`config.mk`:
```
export PLATFORM = sky130hd
export DESIGN_NAME = pointer_velocity_estimator_top
export DESIGN_NICKNAME = d
export VERILOG_FILES = /design/src/design/pve_pkg.sv /design/src/design/pve_ram.sv /design/src/design/pve_div.sv /design/src/design/pointer_velocity_estimator_top.sv
export SDC_FILE = /design/constraint.sdc
export NUM_CORES = 2
export LEC_CHECK = 0
export ABC_AREA = 1
export BUFFER_PORTS_ARGS = -buffer_cell sky130_fd_sc_hd__buf_2
export CORE_MARGIN = 4
export CORE_UTILIZATION = 45
export CTS_BUF_LIST = sky130_fd_sc_hd__clkbuf_4
export DETAILED_ROUTE_END_ITERATION = 10
export REMOVE_ABC_BUFFERS = 1
export SETUP_SLACK_MARGIN = 0.02
export SLEW_MARGIN = 20
export SYNTH_ARGS = -nofsm -noshare
export SYNTH_HDL_FRONTEND = slang
export SYNTH_SLANG_ARGS = --single-unit
```
`constraint.sdc`:
```
create_clock -name clk -period 15.3 [get_ports clk]
set_clock_uncertainty 0.2 [all_clocks]
set_input_delay 3.06 -clock clk [delete_from_list [all_inputs] [get_ports clk]]
set_output_delay 3.06 -clock clk [all_outputs]
set_load 0.005 [all_outputs]
```
`src/design/pve_pkg.sv`:
```
// ----------------------------------------------------------------------------
// pve_pkg: shared types and constants
// Register map codes, payload widths and the control state encoding.
// ----------------------------------------------------------------------------
package pve_pkg;

	localparam int TimeW  = 32;
	localparam int PosW   = 20;
	localparam int VelW   = 32;
	localparam int UnitsW = 16;
	localparam int MaxVW  = 31;
	localparam int WinW   = 16;
	localparam int CountW = 4;

	// register indexes (byte address = 4 * index)
	localparam logic [1:0] REG_UNITS  = 2'd0;
	localparam logic [1:0] REG_MAXVEL = 2'd1;
	localparam logic [1:0] REG_WINDOW = 2'd2;

	localparam logic [UnitsW-1:0] UnitsReset  = 16'd1000;
	localparam logic [WinW-1:0]   WindowReset = 16'd100;

	// product magnitude: 21-bit delta times 16-bit units
	localparam int ProdW = 38;
	localparam int MagW  = 37;

	typedef enum logic [8:0] {
		ST_IDLE   = 9'b000000001,
		ST_RD     = 9'b000000010,
		ST_CMP    = 9'b000000100,
		ST_OLD_RD = 9'b000001000,
		ST_OLD    = 9'b000010000,
		ST_DIVGO  = 9'b000100000,
		ST_DIV    = 9'b001000000,
		ST_SAT    = 9'b010000000,
		ST_DONE   = 9'b100000000
	} state_t;

endpackage

```
`src/design/pve_ram.sv`:
```
// ----------------------------------------------------------------------------
// pve_ram: generic single-write, single-read RAM
// One write port, one read port, read data registered.
// ----------------------------------------------------------------------------
module pve_ram #(
	parameter int Width = 72,
	parameter int Depth = 10
) (
	input  logic                     clk,
	input  logic                     we,
	input  logic [$clog2(Depth)-1:0] waddr,
	input  logic [Width-1:0]         wdata,
	input  logic                     re,
	input  logic [$clog2(Depth)-1:0] raddr,
	output logic [Width-1:0]         rdata
);

	logic [Width-1:0] mem_q [Depth];

	always_ff @(posedge clk) begin
		if (we) begin
			mem_q[waddr] <= wdata;
		end
		if (re) begin
			rdata <= mem_q[raddr];
		end
	end

endmodule

```
`src/design/pve_div.sv`:
```
// ----------------------------------------------------------------------------
// pve_div: unsigned restoring divider
// One quotient bit per cycle; NumW quotient bits per division.
// ----------------------------------------------------------------------------
module pve_div #(
	parameter int NumW = 37,
	parameter int DenW = 32
) (
	input  logic            clk,
	input  logic            arst_n,
	input  logic            start,
	input  logic [NumW-1:0] dividend,
	input  logic [DenW-1:0] divisor,
	output logic            busy,
	output logic [NumW-1:0] quotient
);

	localparam int CntW = $clog2(NumW + 1);

	logic            busy_q;
	logic [CntW-1:0] cnt_q;
	logic [DenW:0]   rem_q;
	logic [NumW-1:0] quo_q;
	logic [DenW-1:0] den_q;
	logic [DenW:0]   shifted;
	logic            fits;

	assign shifted = {rem_q[DenW-1:0], quo_q[NumW-1]};
	assign fits    = shifted >= {1'b0, den_q};

	always_ff @(posedge clk or negedge arst_n) begin
		if (!arst_n) begin
			busy_q <= 1'b0;
			cnt_q  <= '0;
		end else if (start) begin
			busy_q <= 1'b1;
			cnt_q  <= CntW'(NumW);
		end else if (busy_q) begin
			cnt_q <= cnt_q - 1'b1;
			if (cnt_q == CntW'(1)) begin
				busy_q <= 1'b0;
			end
		end
	end

	always_ff @(posedge clk) begin
		if (start) begin
			rem_q <= '0;
			quo_q <= dividend;
			den_q <= divisor;
		end else if (busy_q) begin
			rem_q <= fits ? shifted - {1'b0, den_q} : shifted;
			quo_q <= {quo_q[NumW-2:0], fits};
		end
	end

	assign busy     = busy_q;
	assign quotient = quo_q;

endmodule

```
`src/design/pointer_velocity_estimator_top.sv`:
```
// ----------------------------------------------------------------------------
// pointer_velocity_estimator_top: windowed two-point pointer velocity
// Keeps a ring of recent samples in RAM and reports x/y velocity per sample.
// ----------------------------------------------------------------------------
//
//  channel  | dir | payload
//  ---------+-----+---------------------------------------------------------
//  s_*      | in  | tdata: timestamp_ms, x_pos, y_pos; tuser: is_down
//  m_*      | out | tdata: x_velocity, y_velocity; tuser: count, valid
//  APB p*   | in  | velocity_units @0x0, max_velocity @0x4, window_ms @0x8
//
//  Order: with fewer than two held, acceptance goes straight to ST_DONE; else
//  each entry scanned is read (ST_RD) and compared (ST_CMP), ST_OLD_RD reads
//  the old entry, ST_OLD multiplies, ST_DIVGO starts and ST_DIV awaits the
//  dividers, ST_SAT saturates, ST_DONE loads, and s_tready returns in ST_IDLE.
//  Reset: state, pointers, fill, m_tvalid, config; RAM read only once written.
//  Stalls: a held result does not block the next request, only its own load.
//
module pointer_velocity_estimator_top #(
	parameter int HISTORY_DEPTH = 10
) (
	input  logic        clk,
	input  logic        arst_n,
	// slave side
	input  logic        s_tvalid,
	output logic        s_tready,
	input  logic [71:0] s_tdata,   // [31:0] timestamp_ms, [51:32] x_pos, [71:52] y_pos
	input  logic        s_tuser,   // [0] is_down
	// master side
	output logic        m_tvalid,
	input  logic        m_tready,
	output logic [63:0] m_tdata,   // [31:0] x_velocity, [63:32] y_velocity
	output logic [4:0]  m_tuser,   // [3:0] history_count, [4] velocity_valid
	// configuration
	input  logic        psel,
	input  logic        penable,
	input  logic        pwrite,
	input  logic [3:0]  paddr,
	input  logic [31:0] pwdata,
	output logic [31:0] prdata,
	output logic        pready
);

	localparam int IW = (HISTORY_DEPTH > 1) ? $clog2(HISTORY_DEPTH) : 1;
	localparam int FW = $clog2(HISTORY_DEPTH + 1);
	localparam int TW = pve_pkg::TimeW;
	localparam int PW = pve_pkg::PosW;
	localparam int EW = TW + 2 * PW;

	// ---------------- configuration registers ----------------
	logic [pve_pkg::UnitsW-1:0] units_q;
	logic [pve_pkg::MaxVW-1:0]  maxv_q;
	logic [pve_pkg::WinW-1:0]   window_q;
	logic                       cfg_wr;

	assign pready = 1'b1;
	assign cfg_wr = psel & penable & pwrite;

	always_ff @(posedge clk or negedge arst_n) begin
		if (!arst_n) begin
			units_q  <= pve_pkg::UnitsReset;
			maxv_q   <= '0;
			window_q <= pve_pkg::WindowReset;
		end else if (cfg_wr) begin
			unique case (paddr[3:2])
				pve_pkg::REG_UNITS:  units_q  <= pwdata[pve_pkg::UnitsW-1:0];
				pve_pkg::REG_MAXVEL: maxv_q   <= pwdata[pve_pkg::MaxVW-1:0];
				pve_pkg::REG_WINDOW: window_q <= pwdata[pve_pkg::WinW-1:0];
				default: ;
			endcase
		end
	end

	always_comb begin
		unique case (paddr[3:2])
			pve_pkg::REG_UNITS:  prdata = 32'(units_q);
			pve_pkg::REG_MAXVEL: prdata = 32'(maxv_q);
			pve_pkg::REG_WINDOW: prdata = 32'(window_q);
			default:             prdata = '0;
		endcase
	end

	// ---------------- control state ----------------
	pve_pkg::state_t state_q;
	logic [IW-1:0]   head_q;
	logic [FW-1:0]   fill_q;
	logic [IW-1:0]   base_q;    // slot of the oldest held sample
	logic [FW-1:0]   i_q;       // scan position, newest = fill-1
	logic [FW-1:0]   start_q;
	logic            s_acc;

	// newest sample, kept in registers
	logic [TW-1:0] t_q;
	logic [PW-1:0] x_q, y_q;

	assign s_tready = (state_q == pve_pkg::ST_IDLE);
	assign s_acc    = s_tvalid & s_tready;

	// ring slot of history position k
	function automatic logic [IW-1:0] slot_f(input logic [IW-1:0] b,
	                                         input logic [FW-1:0] k);
		logic [FW:0] s;
		s = (FW+1)'(b) + (FW+1)'(k);
		if (s >= (FW+1)'(HISTORY_DEPTH)) begin
			s = s - (FW+1)'(HISTORY_DEPTH);
		end
		return s[IW-1:0];
	endfunction

	// pointer update for an accepted request
	logic [IW-1:0] head_eff, head_new;
	logic [FW-1:0] fill_eff, fill_new;
	logic [FW:0]   base_wide;

	always_comb begin
		head_eff = s_tuser ? '0 : head_q;
		fill_eff = s_tuser ? '0 : fill_q;
		head_new = (head_eff == IW'(HISTORY_DEPTH - 1)) ? '0 : head_eff + 1'b1;
		fill_new = (fill_eff < FW'(HISTORY_DEPTH)) ? fill_eff + 1'b1 : fill_eff;
		if ((FW+1)'(head_new) >= (FW+1)'(fill_new)) begin
			base_wide = (FW+1)'(head_new) - (FW+1)'(fill_new);
		end else begin
			base_wide = (FW+1)'(head_new) + (FW+1)'(HISTORY_DEPTH) - (FW+1)'(fill_new);
		end
	end

	// ---------------- history RAM ----------------
	logic          ram_re;
	logic [IW-1:0] ram_raddr;
	logic [EW-1:0] ram_rdata;
	logic [TW-1:0] rd_t;
	logic [PW-1:0] rd_x, rd_y;
	logic [FW-1:0] old_pos;

	assign old_pos = (start_q > fill_q - FW'(2)) ? fill_q - FW'(2) : start_q;

	always_comb begin
		ram_re    = 1'b0;
		ram_raddr = slot_f(base_q, old_pos);
		if (state_q == pve_pkg::ST_RD) begin
			ram_re    = 1'b1;
			ram_raddr = slot_f(base_q, i_q - 1'b1);
		end else if (state_q == pve_pkg::ST_OLD_RD) begin
			ram_re = 1'b1;
		end
	end

	pve_ram #(
		.Width(EW),
		.Depth(HISTORY_DEPTH)
	) u_hist (
		.clk  (clk),
		.we   (s_acc),
		.waddr(head_eff),
		.wdata(s_tdata[EW-1:0]),
		.re   (ram_re),
		.raddr(ram_raddr),
		.rdata(ram_rdata)
	);

	assign rd_t = ram_rdata[TW-1:0];
	assign rd_x = ram_rdata[TW+PW-1:TW];
	assign rd_y = ram_rdata[EW-1:TW+PW];

	// ---------------- arithmetic ----------------
	logic [TW-1:0] age;
	logic [TW-1:0] dur_q;
	logic signed [pve_pkg::ProdW-1:0] px_s1, py_s1;
	logic signed [PW:0]  dx, dy;
	logic [pve_pkg::MagW-1:0] mx, my, qx, qy;
	logic                     busy_x, busy_y;
	logic                     div_go;

	assign age    = t_q - rd_t;
	assign dx     = (PW+1)'(signed'(x_q)) - (PW+1)'(signed'(rd_x));
	assign dy     = (PW+1)'(signed'(y_q)) - (PW+1)'(signed'(rd_y));
	assign div_go = (state_q == pve_pkg::ST_DIVGO);

	function automatic logic [pve_pkg::MagW-1:0] mag_f(
		input logic signed [pve_pkg::ProdW-1:0] p);
		logic [pve_pkg::ProdW-1:0] a;
		a = p[pve_pkg::ProdW-1] ? -p : p;
		return a[pve_pkg::MagW-1:0];
	endfunction

	assign mx = mag_f(px_s1);
	assign my = mag_f(py_s1);

	pve_div #(.NumW(pve_pkg::MagW), .DenW(TW)) u_div_x (
		.clk(clk), .arst_n(arst_n), .start(div_go),
		.dividend(mx), .divisor(dur_q), .busy(busy_x), .quotient(qx)
	);

	pve_div #(.NumW(pve_pkg::MagW), .DenW(TW)) u_div_y (
		.clk(clk), .arst_n(arst_n), .start(div_go),
		.dividend(my), .divisor(dur_q), .busy(busy_y), .quotient(qy)
	);

	// clamp to max_velocity when set, else saturate to the 32-bit signed range
	function automatic logic [pve_pkg::VelW-1:0] sat_f(
		input logic                      neg,
		input logic [pve_pkg::MagW-1:0]  q,
		input logic [pve_pkg::MaxVW-1:0] maxv);
		logic [pve_pkg::MagW-1:0] lim;
		logic [pve_pkg::MagW-1:0] m;
		if (maxv != '0) begin
			lim = pve_pkg::MagW'(maxv);
		end else if (neg) begin
			lim = pve_pkg::MagW'(33'h0_8000_0000);
		end else begin
			lim = pve_pkg::MagW'(33'h0_7FFF_FFFF);
		end
		m = (q > lim) ? lim : q;
		return neg ? -m[pve_pkg::VelW-1:0] : m[pve_pkg::VelW-1:0];
	endfunction

	logic [pve_pkg::VelW-1:0] vx_q, vy_q;
	logic                     vvalid_q;
	logic                     out_load;

	// in ST_DONE, the result register loads when empty or being drained this cycle
	assign out_load = (state_q == pve_pkg::ST_DONE) && (!m_tvalid || m_tready);

	// ---------------- sequencer ----------------
	always_ff @(posedge clk or negedge arst_n) begin
		if (!arst_n) begin
			state_q  <= pve_pkg::ST_IDLE;
			head_q   <= '0;
			fill_q   <= '0;
			base_q   <= '0;
			i_q      <= '0;
			start_q  <= '0;
			m_tvalid <= 1'b0;
		end else begin
			if (out_load) begin
				m_tvalid <= 1'b1;
			end else if (m_tready) begin
				m_tvalid <= 1'b0;
			end
			unique case (state_q)
				pve_pkg::ST_IDLE: begin
					if (s_acc) begin
						head_q  <= head_new;
						fill_q  <= fill_new;
						base_q  <= base_wide[IW-1:0];
						i_q     <= fill_new - 1'b1;
						start_q <= '0;
						state_q <= (fill_new < FW'(2)) ? pve_pkg::ST_DONE : pve_pkg::ST_RD;
					end
				end
				pve_pkg::ST_RD: state_q <= pve_pkg::ST_CMP;
				pve_pkg::ST_CMP: begin
					if (age > TW'(window_q)) begin
						start_q <= i_q;
						state_q <= pve_pkg::ST_OLD_RD;
					end else if (i_q == FW'(1)) begin
						state_q <= pve_pkg::ST_OLD_RD;
					end else begin
						i_q     <= i_q - 1'b1;
						state_q <= pve_pkg::ST_RD;
					end
				end
				pve_pkg::ST_OLD_RD: state_q <= pve_pkg::ST_OLD;
				pve_pkg::ST_OLD:    state_q <= pve_pkg::ST_DIVGO;
				pve_pkg::ST_DIVGO:  state_q <= pve_pkg::ST_DIV;
				pve_pkg::ST_DIV: begin
					if (!busy_x && !busy_y) begin
						state_q <= pve_pkg::ST_SAT;
					end
				end
				pve_pkg::ST_SAT: state_q <= pve_pkg::ST_DONE;
				pve_pkg::ST_DONE: begin
					if (out_load) begin
						state_q <= pve_pkg::ST_IDLE;
					end
				end
				default: state_q <= pve_pkg::ST_IDLE;
			endcase
		end
	end

	// payload registers
	always_ff @(posedge clk) begin
		if (s_acc) begin
			t_q      <= s_tdata[TW-1:0];
			x_q      <= s_tdata[TW+PW-1:TW];
			y_q      <= s_tdata[EW-1:TW+PW];
			vx_q     <= '0;
			vy_q     <= '0;
			vvalid_q <= 1'b0;
		end
		if (state_q == pve_pkg::ST_OLD) begin
			px_s1 <= pve_pkg::ProdW'(dx * signed'({1'b0, units_q}));
			py_s1 <= pve_pkg::ProdW'(dy * signed'({1'b0, units_q}));
			dur_q <= (age == '0) ? TW'(1) : age;
		end
		if (state_q == pve_pkg::ST_SAT) begin
			vx_q     <= sat_f(px_s1[pve_pkg::ProdW-1], qx, maxv_q);
			vy_q     <= sat_f(py_s1[pve_pkg::ProdW-1], qy, maxv_q);
			vvalid_q <= 1'b1;
		end
		if (out_load) begin
			m_tdata <= {vy_q, vx_q};
			m_tuser <= {vvalid_q, pve_pkg::CountW'(fill_q)};
		end
	end

	// ---------------- assertions ----------------
	a_fill_bound: assert property (@(posedge clk) disable iff (!arst_n)
		fill_q <= FW'(HISTORY_DEPTH))
		else $error("fill count beyond depth");

	a_head_bound: assert property (@(posedge clk) disable iff (!arst_n)
		head_q < IW'(HISTORY_DEPTH))
		else $error("head pointer beyond depth");

	a_scan_range: assert property (@(posedge clk) disable iff (!arst_n)
		state_q == pve_pkg::ST_RD |-> (i_q >= FW'(1) && i_q < fill_q))
		else $error("scan position out of range");

	a_div_done: assert property (@(posedge clk) disable iff (!arst_n)
		state_q == pve_pkg::ST_DIVGO |=> (busy_x && busy_y))
		else $error("dividers did not start");

endmodule
```
Word-level counts from Yosys, hierarchy flattened
Memory sizes are Yosys's and may differ from the RTL's. A register that Yosys moved wholly into a read port is not among the register bits.
Index checks and enable logic that the tools add are counted.
W data, S select, Z words.
- add/subtract/negate cells: 23
- multiply operators: 2
- divide/modulo/power cells: 0
- magnitude comparators: 11
- equal/unequal tests: 21
- shift operators: 0
- multiplexer cells: 61
- bitwise gates (word level): 3
- reduce and logical (&&, ||, !) cells: 21
- operators by type and width (kind ; count):
    $mux W32 ; 13
    $mux W37 ; 8
    $sub A32 B32 Y32 ; 3
    $pmux W31 S3 ; 1
    $pmux W9 S9 ; 1
    $mul A21 B17 Y38 ; 2
    $gt A37 B37 Y1 ; 2
    $neg A37 Y37 ; 2
    $ge A33 B32 Y1 ; 2
    $mux W4 ; 16
    $neg A32 Y32 ; 2
    $sub A20 B20 Y21 ; 2
    $mux W9 ; 4
    $gt A32 B16 Y1 ; 1
    $logic_not A32 Y1 ; 1
    $reduce_bool A31 Y1 ; 1
    $mux W6 ; 4
    $pmux W4 S2 ; 2
    $eq A6 B1 Y1 const B ; 2
    $mux W1 ; 12
    $sub A6 B1 Y6 const B ; 2
    $add A4 B4 Y5 ; 2
    $ge A5 B4 Y1 const B ; 2
    $ne A2 B2 Y1 const B ; 5
    other kinds (33) ; 50
- register bits after elaboration: 591
- latch bits: 0
- RAM bits: 720
- memory bits (read-only): 0
- output and inout bits: 104
- word-level logic and storage cells: 173
- memories kept: 1
- memory list (name ; depth ; width ; rd ports ; clocked after memory_dff ; wr ports ; line ; source):
    u_hist.mem_q ; 10 ; 72 ; 1 ; 1 ; 1 ; pve_ram.sv:18 ; logic [Width-1:0] mem_q [Depth];

Depth between registers and ports, before layout
- depth after elaboration: 8
- gate-level depth with buffers: 41
- depth with buffers taken out: 41

Cells and area by module
A second synthesis with hierarchy kept.
- cell total of the unflattened synthesis: 11122
- area, all modules: 97519.8 um2
- modules (own cells, without submodules) (module ; times used ; cells an instance ; area each (um2) ; seq. area each (um2)):
    pointer_velocity_estimator_top ; 1 ; 6237 ; 51205.4 ; 11758.8
    pve_ram ; 1 ; 2829 ; 32240.9 ; 23782.8
    pve_div ; 2 ; 1028 ; 7036.7 ; 2887.8

Worst setup path after synthesis
OpenSTA, ideal clock, no wires.
- path type: input -> register
- from: input s_tvalid
- to: memory u_hist.mem_q[0][0], enable pin
- setup time: 0.591 ns
- arrival time: 11.762 ns
- slack: 2.748 ns
- stages: 4
- path buffers: 0
- cell sequence: inv_1 nor2_1 nand3_1 nor3_1
- cells in the longest elaborated chain, start to end: 3
- ends and longest elaborated chain (what ; line ; source):
    start: declaration ; pointer_velocity_estimator_top.sv:25 ; input logic s_tvalid,
    $and A1 B1 Y1 ; pointer_velocity_estimator_top.sv:97 ; assign s_acc = s_tvalid & s_tready;
    named net s_acc ; pointer_velocity_estimator_top.sv:90 ; logic s_acc;
    $mux W1 ; pve_ram.sv:21 ; if (we) begin
    $mux W1 (not written as such) ; pve_ram.sv:22 ; mem_q[waddr] <= wdata;
    end: declaration ; pve_ram.sv:18 ;
The timed path passes the listed nets, and every way through them passes these cells.

Final worst setup path
- from: register y_q[0]
- to: register py_s1[37] (netlist name) (data pin)
- cells in the longest elaborated chain, start to end: 2
- ends and longest elaborated chain (what ; line ; source):
    start: declaration ; pointer_velocity_estimator_top.sv:94 ; logic [PW-1:0] x_q, y_q;
    start signal: assignment ; pointer_velocity_estimator_top.sv:287 ; y_q <= s_tdata[EW-1:TW+PW];
    $sub A20 B20 Y21 ; pointer_velocity_estimator_top.sv:176 ; assign dy = (PW+1)'(signed'(y_q)) - (PW+1)'(signed'(rd_y));
    $mul A21 B17 Y38 ; pointer_velocity_estimator_top.sv:294 ; py_s1 <= pve_pkg::ProdW'(dy * signed'({1'b0, units_q}));
    end signal: assignment ; pointer_velocity_estimator_top.sv:294 ;
    end: declaration ; pointer_velocity_estimator_top.sv:168 ; logic signed [pve_pkg::ProdW-1:0] px_s1, py_s1;
No other way between the ends.
A chain may end at the register's enable or synchronous reset.

==> results.yml <==
timing:
  rsz0062_at_grt: "no"
  finalHoldViolations: 0
  period_share_pct: 59.5
  period_minus_slack_ns: 9.10
  tightest_slew_ns: 1.10
  report.final.slew_viol_count: 0
  worst_slack_ns: 6.20
  setup_viol: 0
  fmax_ghz: 0.110
  slew-limit-headroom_pct: 26.5
detailed_routing:
  drtIter0Drc: 4931
  post_drt_via_cell_ratio: 5.25
  routed_wl_microns: 255000
  dr.pass1.iters: 6
  wl_per_cell_microns: 19.3
  detail-route-antenna-nets: 0
  vias: 69200
  drc: 0
clock_network:
  holdBufCountCts: 0
  cts_tree: "yes"
  cts_resized: 0
  root_buffer: "clkbuf_4"
  numClockSinks: 1383
  cts_max_path_buffers: 4
  clkTransAtPathRegs_ns: 0.07
  post_cts_buffers: 0
  cts_made_buffers: 380
  clock_latency_ns: 1.34
  htreeDepth: 5
yosys:
  muxShareOfSynthArea_pct: 0
  syn_inst: 9872
  synth_cell_types: 78
  yosysTopAreaCell: "edfxtp_1"
  ys_ff_latch: 1383
  synth_top_family_by_area: "adder cells"
  synth-main-ff-cell: "edfxtp_1"
  netlist_top_cells_count: "nand2_1, inv_1, edfxtp_1, nor2_1, fa_1"
  synth_xor_area_share_pct: 2.60
  synth_adder_area_share_pct: 20.4
  synth_most_common_cell: "nand2_1"
  yosysTopAreaCellShare_pct: 39.3
  yosys-top-cells-area: "edfxtp_1, fa_1, nand2_1"
  synth-simple-area-share_pct: 17.4
  ys_seq_area_share_pct: 43.6
  ys_warn_count: 0
  synth-edff-count: 1211
  postSynth.asyncResetShare_pct: 7.74
  synth_compound_area_share_pct: 8.14
  syn_avg_cell_area_sq_um: 9.37
  syn-cell-area_sq_um: 92500
global_route:
  antenna_found_initial: 34
  grt_overflow_total: 0
  grt_max_degree: 196
  first_global_vias: 69400
  grt_pass1_wl_microns: 397000
  grtUsageTotal_pct: 24.0
worst_setup_path:
  crit_path_start_kind: "flop"
  reg2reg_slack_ns: 6.20
  cp.arrival_ns: 9.94
  cp_max_fo: 11
  crit_family: "adder cells"
  max_stage_delay_ns: 0.57
  cp_num_buf_inv: 6
  crit_required_ns: 16.14
  r2r_start: "y_q[0]$_DFFE_PP_"
  critPathLaunch: "y_q[0]$_DFFE_PP_"
  cpMostUsedCell: "fa_1"
  crit_slowest_cell: "fa_1"
  path_class: "flop to flop"
  endpoint_kind: "flop"
placement:
  hpwl_microns: 182000
  gp_congestion: 0.923
  io_buffers: 214
  place_inst: 12500
  pre_cts_ws_ns: 6.34
cells_and_area:
  layout-drive-gt1-share_pct: 10.5
  multi_input_comb_area_sq_um: 45100
  fin_cells: 13200
  fin_nets: 11400
  regArea_sq_um: 40400
  fill_cells: 19000
  area_growth_pct: 9.17
floorplan:
  start_util_pct: 45.2
  die_w_microns: 461
  die_y_microns: 461
  dieArea_sq_um: 213000
  rows: 166
  core_sq_um: 205000
  io_pins: 220
hold_path:
  min_path_type: "flop to flop"
  hold_path.startpoint: "vx_q[3]$_SDFFCE_PN0P_"
run:
  max_cap_violations: 0
run_status:
  outcome: "complete, no violations"
## kinds of logic after synthesis
kind of cell             Yosys count
AND/OR/NAND/NOR                 3953
buffers and inverters           1870
flip-flops                      1383
AO/OA/AOI/OAI                   1279
adder cells (fa/ha/maj)         1110
XOR/XNOR                         275
other                              2
## final timing paths
kind	endpoint	cells after the start
setup / recovery	py_s1[37]$_DFFE_PP_	34
hold / removal	m_tdata[3]$_DFFE_PP_	0
setup reg to reg	py_s1[37]$_DFFE_PP_	34
hold reg to reg	m_tdata[3]$_DFFE_PP_	0
max in group asynchronous	maxv_q[20]$_DFFE_PN0P_	2
min in group asynchronous	i_q[2]$_DFFE_PN0P_	1
## worst register-to-register path: cells and delay by family, from the launching register on
family / cells / cell delay [ns]
compound gates: 9 / 1.84
xor+xnor: 1 / 0.13
fa+ha+maj: 9 / 4.01
simple gates: 9 / 1.94
flops: 1 / 0.35
buf+inv: 6 / 0.36
## final cells by class
type / instances / share of cell area (%)
Multi-Input combinational cell: 6619 / 44.7
Clock inverter: 91 / 0.418
Tap cell: 2688 / 3.33
Clock buffer: 555 / 4.13
Antenna cell: 15 / 0.0372
Inverter: 1510 / 5.62
Sequential cell: 1383 / 40.0
Timing Repair Buffer: 309 / 1.79
## routing by layer
layer	part of all wire (%)	global-route usage [%]	wire, microns	vias up
met3	7.4	5.26	19000	440
li1	-	-	-	33000
met2	45	38.1	116000	2261
met4	2.8	7.82	7200	28
met5	0.069	0	175	-
met1	44	32.8	113000	33500
## metrics by stage
| stage | setup TNS [ns] | area (sq um) | util [%] | hold slack [ns] |
|---|---|---|---|---|
| detailed placement | 0 | 96300 | 47.1 | 0.205 |
| finish | 0 | 101000 | 49.4 | 0.151 |
| global placement | 0 | 96300 | 47.1 | 0.205 |
| floorplan | -1762.39 | 91000 | - | 0.200 |
| CTS | 0 | 101000 | 49.3 | 0.167 |
| global route | 0 | 101000 | 49.3 | 0.176 |
## placed cells by master, fill, tap and decap left out, types with 19 or more instances in the layout
cell	count
o21ai_2	25
nand2_1	2462
xnor2_1	97
nor2_1	821
xor2_1	176
inv_1	1477
dfrtp_1	97
nand4_1	56
clkbuf_4	555
ha_1	443
nor3_1	65
nand3_1	339
o21ai_0	389
a21oi_1	385
dfxtp_1	65
edfxtp_1	1211
buf_4	94
inv_2	26
o211ai_1	187
a31oi_1	98
o21ai_1	48
clkinv_1	76
buf_2	213
a21o_1	19
nor4_1	35
fa_1	667
o21a_1	28
or2_2	80
## state kept, by name (all words and copies together), names as in the netlist, 9 cells and up
signal,count
u_div_y.den_q,32
u_hist.rdata,72
u_div_x.quotient,37
x_q,20
units_q,16
u_hist.mem_q,720
maxv_q,31
y_q,20
t_q,32
u_div_y.quotient,37
window_q,16
u_div_y.rem_q,32
dur_q,32
vx_q,32
m_tdata,64
vy_q,32
state_q,9
py_s1,38
u_div_x.rem_q,32
px_s1,38
Power is not shown: default switching activity piles up to over one toggle a cycle in this logic, so the estimate is an artifact.
